File: src/design/egl_pkg.sv
// Shared types and constants for the GCD / LCM unit.
// Used by egl_arith_unit and euclid_gcd_lcm_unit; no dependencies.
`timescale 1ns / 1ps

package egl_pkg;

  // Operand and result width.
  localparam int DATA_WIDTH = 31;

  // Request payload: the two operands.
  typedef struct packed {
    logic [DATA_WIDTH-1:0] first_value;
    logic [DATA_WIDTH-1:0] second_value;
  } egl_in_t;

  // Result payload.
  typedef struct packed {
    logic [DATA_WIDTH-1:0] common_multiple;
    logic [DATA_WIDTH-1:0] common_divisor;
    logic                  overflow;
  } egl_out_t;

  // Operations of the shared serial arithmetic unit.
  typedef enum logic {
    OP_DIV = 1'b0,
    OP_MUL = 1'b1
  } egl_op_t;

  // Command from the sequencer to the arithmetic unit.
  typedef struct packed {
    logic    go;
    egl_op_t op;
  } egl_cmd_t;

endpackage

File: src/design/egl_arith_unit.sv
// Bit-serial divide / multiply unit sharing one adder-subtractor.
// Depends on egl_pkg for the command type.
`timescale 1ns / 1ps

module egl_arith_unit #(
  parameter int WIDTH = egl_pkg::DATA_WIDTH
) (
  input  logic                clk,
  input  logic                rst_n,
  input  egl_pkg::egl_cmd_t   cmd,
  input  logic [WIDTH-1:0]    opa,
  input  logic [WIDTH-1:0]    opb,
  output logic                done,
  output logic [WIDTH-1:0]    res_hi,
  output logic [WIDTH-1:0]    res_lo
);
  import egl_pkg::*;

  localparam int CNT_W = $clog2(WIDTH + 1);
  localparam logic [CNT_W-1:0] CNT_ONE = CNT_W'(1);

  // Working registers: hi holds the remainder or upper product half,
  // lo holds the quotient or lower product half.
  logic [WIDTH-1:0] hi_r, hi_nxt;
  logic [WIDTH-1:0] lo_r, lo_nxt;
  logic [WIDTH-1:0] opd_r;
  egl_op_t          op_r;
  logic [CNT_W-1:0] cnt_r;
  logic             busy_r;
  logic             done_r;

  logic [WIDTH:0]   add_a;
  logic [WIDTH:0]   add_b;
  logic             add_cin;
  logic [WIDTH+1:0] sum;
  logic [WIDTH:0]   trial;

  // One shared adder: subtracts for a divide step, adds for a multiply step.
  always_comb begin
    trial = {hi_r, lo_r[WIDTH-1]};
    if (op_r == OP_DIV) begin
      add_a   = trial;
      add_b   = ~{1'b0, opd_r};
      add_cin = 1'b1;
    end else begin
      add_a   = {1'b0, hi_r};
      add_b   = lo_r[0] ? {1'b0, opd_r} : '0;
      add_cin = 1'b0;
    end
    sum = {1'b0, add_a} + {1'b0, add_b} + {{(WIDTH + 1){1'b0}}, add_cin};
  end

  // Next value of the working registers for one step.
  always_comb begin
    if (op_r == OP_DIV) begin
      // Carry out set means no borrow: the trial remainder covers the divisor.
      if (sum[WIDTH+1]) begin
        hi_nxt = sum[WIDTH-1:0];
      end else begin
        hi_nxt = trial[WIDTH-1:0];
      end
      lo_nxt = {lo_r[WIDTH-2:0], sum[WIDTH+1]};
    end else begin
      hi_nxt = sum[WIDTH:1];
      lo_nxt = {sum[0], lo_r[WIDTH-1:1]};
    end
  end

  // Step counter and working registers.
  always_ff @(posedge clk) begin
    if (!rst_n) begin
      busy_r <= 1'b0;
      done_r <= 1'b0;
      cnt_r  <= '0;
    end else begin
      done_r <= 1'b0;
      if (cmd.go) begin
        busy_r <= 1'b1;
        cnt_r  <= CNT_W'(WIDTH);
      end else if (busy_r) begin
        cnt_r <= cnt_r - CNT_ONE;
        if (cnt_r == CNT_ONE) begin
          busy_r <= 1'b0;
          done_r <= 1'b1;
        end
      end
    end
  end

  always_ff @(posedge clk) begin
    if (cmd.go) begin
      hi_r  <= '0;
      lo_r  <= opa;
      opd_r <= opb;
      op_r  <= cmd.op;
    end else if (busy_r) begin
      hi_r <= hi_nxt;
      lo_r <= lo_nxt;
    end
  end

  assign done   = done_r;
  assign res_hi = hi_r;
  assign res_lo = lo_r;

endmodule

File: src/design/euclid_gcd_lcm_unit.sv
// Top level of the GCD / LCM unit: request handshake and Euclid sequencer.
// Depends on egl_pkg and egl_arith_unit.
`timescale 1ns / 1ps

// Usage
//   A request (in_req: first_value, second_value) is taken on a rising edge
//   where start is high and busy is low. busy stays high until the cycle in
//   which the result is shown; no new request is taken meanwhile.
//   The result (out_res: common_multiple, common_divisor, overflow) is shown
//   for exactly one cycle with out_valid high. The receiver cannot stall it,
//   so it must capture the result in that cycle.
//   Every division or multiplication runs on one shared bit-serial unit.
//   A request with N Euclid remainder steps runs N division passes, then
//   the quotient pass and the final multiply before its result is shown;
//   N is at most about 46 for 31-bit operands. If an operand is zero, no
//   pass runs on the unit and a multiple of 0 is shown straight from the
//   Euclid check state.
//   Throughput: the next request can be taken at the edge that ends the
//   result cycle. A multiple that does not fit saturates to all ones with
//   overflow set. Reset (rst_n low, synchronous) returns the sequencer to
//   idle and clears the dividend and divisor registers; no result is pending.
module euclid_gcd_lcm_unit (
  input  logic              clk,
  input  logic              rst_n,
  input  logic              start,
  output logic              busy,
  input  egl_pkg::egl_in_t  in_req,
  output logic              out_valid,
  output egl_pkg::egl_out_t out_res
);
  import egl_pkg::*;

  localparam int W = DATA_WIDTH;

  typedef enum logic [2:0] {
    ST_IDLE,
    ST_GCD,
    ST_REM,
    ST_QUO,
    ST_MUL
  } state_t;

  state_t        state_r;
  logic [W-1:0]  big_r;
  logic [W-1:0]  small_r;
  logic [W-1:0]  dividend_r;
  logic [W-1:0]  divisor_r;
  logic          out_valid_r;
  egl_out_t      out_res_r;

  egl_cmd_t      cmd;
  logic [W-1:0]  opa;
  logic [W-1:0]  opb;
  logic          unit_done;
  logic [W-1:0]  unit_hi;
  logic [W-1:0]  unit_lo;

  logic          a_gt_b;

  assign a_gt_b = in_req.first_value > in_req.second_value;

  // Command to the arithmetic unit, issued from the Euclid check state
  // and after the quotient pass.
  always_comb begin
    cmd.go = 1'b0;
    cmd.op = OP_DIV;
    opa    = dividend_r;
    opb    = divisor_r;
    unique case (state_r)
      ST_GCD: begin
        if (divisor_r != '0) begin
          cmd.go = 1'b1;
        end else if (dividend_r != '0 && small_r != '0) begin
          cmd.go = 1'b1;
          opa    = big_r;
          opb    = dividend_r;
        end
      end
      ST_QUO: begin
        if (unit_done) begin
          cmd.go = 1'b1;
          cmd.op = OP_MUL;
          opa    = unit_lo;
          opb    = small_r;
        end
      end
      ST_IDLE, ST_REM, ST_MUL: begin
        cmd.go = 1'b0;
      end
      default: begin
        cmd.go = 1'b0;
      end
    endcase
  end

  // Sequencer with registered result.
  always_ff @(posedge clk) begin
    if (!rst_n) begin
      state_r     <= ST_IDLE;
      out_valid_r <= 1'b0;
      dividend_r  <= '0;
      divisor_r   <= '0;
    end else begin
      out_valid_r <= 1'b0;
      unique case (state_r)
        ST_IDLE: begin
          if (start) begin
            // Order the pair as larger and smaller.
            if (a_gt_b) begin
              big_r      <= in_req.first_value;
              small_r    <= in_req.second_value;
              dividend_r <= in_req.first_value;
              divisor_r  <= in_req.second_value;
            end else begin
              big_r      <= in_req.second_value;
              small_r    <= in_req.first_value;
              dividend_r <= in_req.second_value;
              divisor_r  <= in_req.first_value;
            end
            state_r <= ST_GCD;
          end
        end
        ST_GCD: begin
          if (divisor_r != '0) begin
            state_r <= ST_REM;
          end else if (dividend_r != '0 && small_r != '0) begin
            state_r <= ST_QUO;
          end else begin
            // Zero operand: the multiple is zero.
            out_res_r.common_multiple <= '0;
            out_res_r.common_divisor  <= dividend_r;
            out_res_r.overflow        <= 1'b0;
            out_valid_r               <= 1'b1;
            state_r                   <= ST_IDLE;
          end
        end
        ST_REM: begin
          if (unit_done) begin
            dividend_r <= divisor_r;
            divisor_r  <= unit_hi;
            state_r    <= ST_GCD;
          end
        end
        ST_QUO: begin
          if (unit_done) begin
            state_r <= ST_MUL;
          end
        end
        ST_MUL: begin
          if (unit_done) begin
            // Any bit in the upper product half means the multiple overflows.
            if (unit_hi != '0) begin
              out_res_r.common_multiple <= '1;
              out_res_r.overflow        <= 1'b1;
            end else begin
              out_res_r.common_multiple <= unit_lo;
              out_res_r.overflow        <= 1'b0;
            end
            out_res_r.common_divisor <= dividend_r;
            out_valid_r              <= 1'b1;
            state_r                  <= ST_IDLE;
          end
        end
        default: begin
          state_r <= ST_IDLE;
        end
      endcase
    end
  end

  egl_arith_unit #(
    .WIDTH (W)
  ) u_arith (
    .clk    (clk),
    .rst_n  (rst_n),
    .cmd    (cmd),
    .opa    (opa),
    .opb    (opb),
    .done   (unit_done),
    .res_hi (unit_hi),
    .res_lo (unit_lo)
  );

  assign busy      = state_r != ST_IDLE;
  assign out_valid = out_valid_r;
  assign out_res   = out_res_r;

endmodule

File: config.mk
export PLATFORM = sky130hd
export DESIGN_NAME = euclid_gcd_lcm_unit
export DESIGN_NICKNAME = d
export VERILOG_FILES = /design/src/design/egl_pkg.sv /design/src/design/egl_arith_unit.sv /design/src/design/euclid_gcd_lcm_unit.sv
export SDC_FILE = /design/constraint.sdc
export NUM_CORES = 1
export LEC_CHECK = 0
export ABC_AREA = 1
export BUFFER_PORTS_ARGS = -buffer_cell sky130_fd_sc_hd__buf_4
export CORE_AREA = 2 2 186 188
export DETAILED_ROUTE_END_ITERATION = 10
export DIE_AREA = 0 0 188 190
export MAX_ROUTING_LAYER = met4
export PLACE_DENSITY = 0.86
export SYNTH_ARGS = -nofsm -noshare
export SYNTH_HDL_FRONTEND = slang
export SYNTH_HIERARCHICAL = 1
export SYNTH_SLANG_ARGS = --single-unit
export TNS_END_PERCENT = 50
File: constraint.sdc
create_clock -name clk -period 5.6 [get_ports clk]
set_clock_uncertainty 0.1 [all_clocks]
set_input_delay 0.84 -clock clk [delete_from_list [all_inputs] [get_ports clk]]
set_output_delay 0.84 -clock clk [all_outputs]
set_load 0.02 [all_outputs]
==> metrics.yaml, run 1 <==
cts:
  hold_buffers: 0
  clock_path_buffers: 3
  insertion_delay_ps: 580
  clock_sinks: 292
  cts_tree: "built"
  clockRootBuffer: "clkbuf_16"
  ctsResizeCount: 0
  cts_buffers: 31
  clkSlewWorstSetupHoldPaths_ps: 60
  cts_setup_buffers: 0
  htreeDepth: 1
critical_path:
  crit_end: "u_arith/res_lo[0]"
  critPathMaxStageDelay_ps: 1000
  r2r_slack_ps: 1100
  worst-path-buf-inv: 3
  crit_top_cell: "nand2_1"
  critPathLaunch: "u_arith/op_r"
  worst_r2r_endpoint: "u_arith/res_lo[0]"
  critical_path.endpoint_type: "register"
  path_max_fanout: 57
  arrival_ps: 4720
  startpoint_type: "register"
  slowest_stage: "edfxtp_1"
  reg2reg_depth: 15
  r2r_start: "u_arith/op_r"
  worst-setup-path-type: "reg2reg"
  worstPathRequired_ps: 5820
  crit_family: "simple AND/OR/NAND/NOR gates"
  crit_cells: 15
  worstPathCellList: "inv_1 > buf_4 > nor2_1 > nor2_1 > ha_1 > nand2_1 > nand2_1 > clkinv_1 > nand2_1 > a21oi_2 > nor2_2 > nor2_4 > nand2_4 > nor2_2 > o21ai_0"
route:
  drt-total-wl_um: 57400
  met3_length_um: 6330
  wl_per_cell_um: 18.0
  ant_nets: 0
  via_per_inst: 5.67
  drt_iter0_drc: 2466
  routedLengthMet1_um: 23600
  routed-via-count: 18100
  drc_errors: 0
  maxUsedRoutingLayer: "met4"
  first_pass_iters: 6
  routed-wl-met2_um: 25800
layout:
  post-route-util_pct: 61.3
  fin_nets: 2837
  areaGrowthSynthToFinish_pct: 11.1
  drive_above_1_share_pct: 11.4
  fillers: 2992
  seq_area_sq_um: 7730
  final_area_sq_um: 20800
  multi_input_area_sq_um: 9190
die:
  die_h_um: 190
  initial_core_util_pct: 55.1
  die-area_sq_um: 35700
  coreArea_sq_um: 33900
  pin_count: 130
  chipWidth_um: 188
  rows: 68
timing:
  layout_min_cycle_time_ps: 4500
  slew_headroom_pct: 12.6
  drv_slew: 0
  max_freq_mhz: 222
  finalHoldViolations: 0
  worst_pin_slew_ps: 1310
  final-setup-viol-count: 0
  timing.final.ws_setup_ps: 1100
  finalSetupTns_ps: 0
  period_share_pct: 80.4
  rsz0062_at_grt: "no"
global_route:
  grt_max_degree: 114
  globalRouteOverflowTotal: 0
  grt_usage_pct: 32.7
  antenna_found_initial: 1
  grt_pass1_wl_um: 90100
  grt_pass1_vias: 16400
power_and_ir_drop:
  powerDensity_nw_per_um2: 471
  p_leak_nw: 9.83
  peakVddDrop_uv: 225
  p_total_mw: 9.80
synth:
  synthesis.area_sq_um: 18700
  seq_area_frac_synth_pct: 41.3
  synth_edf_count: 188
  synth_largest_area_cell: "edfxtp_1"
  avgSynthCellArea_sq_um: 7.07
  synth.distinct_cells: 47
  synth_area_leaders: "edfxtp_1 30%, nand2_1 17%, dfxtp_1 11%"
  yosysWarnings: 6
  async_reset_ff_share_pct: 0
  ys.flop_type: "edfxtp_1"
  syn-num-nets: 2776
  synthCells: 2646
  synth_most_common_cell: "nand2_1"
  synth_top_area_share_pct: 30.2
  synth.top_cells.by_count: "871 x nand2_1, 322 x inv_1, 250 x nor2_1, 216 x nand3_1, 188 x edfxtp_1"
  synth_seq_cells: 292
placement:
  portBuffers: 129
  routabilityCongestion: 1.02
  place_hpwl_um: 42400
  placed_area_sq_um: 19900
  dp_slack_ps: 1200
hold_path:
  hp-class: "reg2reg"
status:
  outcome: "completed"
job:
  drv_cap: 0
## worst min-delay path: cells and delay by family (launching register included)
kind | cells | cell delay (ps)
simple gates | 1 | 60
compound gates | 1 | 50
flops | 1 | 320
## cells in the final DEF, fill, tap and decap left out, drive strengths merged, types with 7 or more instances in the layout
master,netlist,final
o21ai,147,147
nor2,266,266
xnor2,7,7
xor2,8,8
nand3,238,238
buf,51,147
dfxtp,104,104
a21oi,174,174
nand2,906,906
ha,63,63
or2,8,8
clkbuf,68,43
nor4,18,18
nand4,35,35
edfxtp,188,188
clkinv,3,13
nor3,12,12
inv,330,332
## metrics by stage
stage / hold WS [ps] / cells
final: 383 / 3188
after global routing: 393 / 3188
after CTS: 379 / 3187
after detailed placement: 369 / 3129
after global placement: 367 / 3129
after floorplan: 348 / 2646
## sequential cells by signal, summed over array words and instances, names as in the netlist
signal / flops
dividend_r: 31
u_arith/done: 1
u_arith/opd_r: 31
u_arith/op_r: 1
out_valid: 1
out_res: 63
small_r: 31
u_arith/cnt_r: 5
state_r: 3
u_arith/res_hi: 31
u_arith/res_lo: 31
u_arith/busy_r: 1
divisor_r: 31
big_r: 31
## power by group
| group | internal (mW) | total [mW] | switching, mW |
|---|---|---|---|
| Clock | 1.05 | 1.92 | 0.869 |
| Sequential | 2.95 | 3.61 | 0.651 |
| Combinational | 1.37 | 4.27 | 2.90 |
| Total | 5.38 | 9.80 | 4.42 |
## how the worst min path moves through the flow
stage,depth (start not counted),slack [ps],end,start
6_report,2,380,divisor_r[24],divisor_r[24]
5_1_grt,2,390,divisor_r[24],divisor_r[24]
4_1_cts,2,380,divisor_r[24],divisor_r[24]
3_5_place_dp,2,370,divisor_r[24],divisor_r[24]
3_3_place_gp,2,370,u_arith/cnt_r[3],u_arith/cnt_r[3]
2_1_floorplan,2,350,u_arith/cnt_r[4],u_arith/cnt_r[4]
## per-layer routing
layer  global-route usage [%]  up-vias
met5                        -        -
met4                     10.0        0
met3                     4.65      109
met2                     50.4     1048
met1                     44.9     8261
li1                         -     8649
## cell families (layout without fill, tap and decap cells)
| logic type | after synthesis | in the layout | synth area share, % |
|---|---|---|---|
| AND/OR/NAND/NOR | 1486 | 1486 | 34.2 |
| buffers and inverters | 452 | 538 | 9.91 |
| AO/OA/AOI/OAI | 336 | 336 | 9.47 |
| flip-flops | 292 | 292 | 41.3 |
| adder cells (fa/ha/maj) | 65 | 65 | 4.42 |
| XOR/XNOR | 15 | 15 | 0.702 |
| other | 0 | 1 | 0 |
## layout make-up
type / instances / share of cell area [%]
timing repair buffer: 147 / 5.37
clock buffer: 43 / 4.04
clock inverter: 15 / 0.475
sequential: 292 / 37.2
antenna: 1 / 0.0120
tap: 455 / 2.74
inverter: 333 / 6.01
multi-input combinational: 1902 / 44.2
(Power assumes the default switching activity.)
==> run 2, diff against run 1 <==
==> constraint.sdc (replaced) <==
create_clock -name clk -period 3.7 [get_ports clk]
set_clock_uncertainty 0.1 [all_clocks]
set_input_delay 0.555 -clock clk [delete_from_list [all_inputs] [get_ports clk]]
set_output_delay 0.555 -clock clk [all_outputs]
set_load 0.02 [all_outputs]
==> run 2 against run 1 <==
  * Core utilization grew 0.68 points
  * Clock-buffer cell count shrank 4
  * Non-clock buffer count grew 21
  * Via count shrank 0.29%
  * Wire length grew 0.15%
  * Hold slack lost 190 ps
  * Sequential cell count is the same
==> metrics.yaml, run 2 (synthesis results as in run 1) <==
status:
  outcome: "completed"
placement:
  placed_area_sq_um: 20000
  place_hpwl_um: 42800
  routabilityCongestion: 0.992
  dp.cells: 3147
  portBuffers: 129
global_route:
  grt_usage_pct: 32.2
  grt_pass1_vias: 16100
  globalRouteOverflowTotal: 0
  grt_max_degree: 96
  grt_pass1_wl_um: 88300
  antenna_found_initial: 0
cts:
  cts_buffers: 30
  cts_tree: "built"
  clock_path_buffers: 3
  hold_buffers: 0
  clkSlewWorstSetupHoldPaths_ps: 60
  htreeDepth: 1
  insertion_delay_ps: 580
  clockRootBuffer: "clkbuf_16"
  clock_sinks: 292
timing:
  period_share_pct: 93.2
  slew_headroom_pct: 18.6
  final-setup-viol-count: 0
  rsz0062_at_grt: "no"
  whs_ps: 190
  layout_min_cycle_time_ps: 3450
  max_freq_mhz: 290
  finalHoldViolations: 0
  drv_slew: 0
  worst_pin_slew_ps: 1220
die:
  initial_core_util_pct: 55.1
  rows: 68
  die-area_sq_um: 35700
  coreArea_sq_um: 33900
  pin_count: 130
  die_h_um: 190
  chipWidth_um: 188
route:
  drc_errors: 0
  first_pass_iters: 6
  ant_nets: 0
  drt_iter0_drc: 2333
  drt-total-wl_um: 57500
  wl_per_cell_um: 17.9
  via_per_inst: 5.62
  routed-via-count: 18000
hold_path:
  hold_depth: 3
  hp-start: "in_req[15]"
  min_to: "big_r[15]"
  hp-class: "in2reg"
critical_path:
  critical_path.endpoint_type: "register"
  r2r_start: "u_arith/op_r"
  worst_r2r_endpoint: "u_arith/res_lo[0]"
  startpoint_type: "register"
  arrival_ps: 3640
  critPathLaunch: "u_arith/op_r"
  worstPathRequired_ps: 3890
  worst-setup-path-type: "reg2reg"
  reg2reg_depth: 14
  r2r_slack_ps: 250
  path_max_fanout: 22
layout:
  areaGrowthSynthToFinish_pct: 12.3
  final_area_sq_um: 21000
  diodes: 0
  final_cells: 3206
  final_common_cell: "nand2_1"
  post-route-util_pct: 61.9
  largest_reg_flops: 63
  drive_above_1_share_pct: 12.1
  fin_nets: 2857
  mostFrequentLayoutCells: "869 x nand2_1, 321 x inv_1, 249 x nor2_1, 214 x nand3_1, 188 x edfxtp_1"
power_and_ir_drop:
  peakVddDrop_uv: 327
  powerDensity_nw_per_um2: 718
  p_leak_nw: 9.98
  p_total_mw: 15.1
job:
  drv_cap: 0
## run 2: area by class of cell
class | count | area (sq um)
clock buffers | 39 | 827
clock inverters | 17 | 146
fillers | 2955 | 12900
inverters | 333 | 1250
multi-input cells | 1902 | 9200
flip-flops and latches | 292 | 7730
well taps | 455 | 569
repair buffers | 168 | 1310
## run 2: how the worst max path moves through the flow
stage                        endpoint  cells after the start
finish              u_arith/res_lo[0]                     14
floorplan           u_arith/res_lo[0]                      9
CTS                 u_arith/res_lo[0]                     14
detailed placement  u_arith/res_lo[0]                     14
global placement    u_arith/res_lo[0]                     14
global route        u_arith/res_hi[8]                     17
## run 2: metrics by stage
step / setup WS [ps] / TNS [ps]
4_1_cts: 23.8 / 0
3_5_place_dp: 56.3 / 0
2_1_floorplan: -83.3 / -2800
6_report: 253 / 0
5_1_grt: 64.9 / 0
3_3_place_gp: 169 / 0
## run 2: worst max-delay path, cell delays in order (launching register included)
cell      delay, ps
edfxtp_1        420
buf_4           290
inv_1           120
fa_1            470
fa_1            470
nand3_1         130
nand3_2          90
nand2_1         100
nand3_2         110
nand2_1         120
nand2_4          80
nand2_4         120
nand2_4         170
nor2_4          250
o21ai_0         130
## run 2: report_power, final
part / leakage (nW) / internal (mW) / switching (mW)
Clock: 0.482 / 1.72 / 1.32
Combinational: 6.87 / 2.16 / 4.50
Sequential: 2.62 / 4.47 / 0.936
## run 2: per-layer routing
layer	up-vias	part of all wire (%)	GRT usage, %
met5	-	0	-
met4	0	3.1	10.3
met3	107	10	3.63
met2	978	44	48.2
met1	8239	43	45.8
li1	8691	-	-
## run 2: repair_timing
item	4_1_cts	5_1_grt
resized for setup	0	1
buffers inserted	0	3
endpoints found under the setup margin	0	15
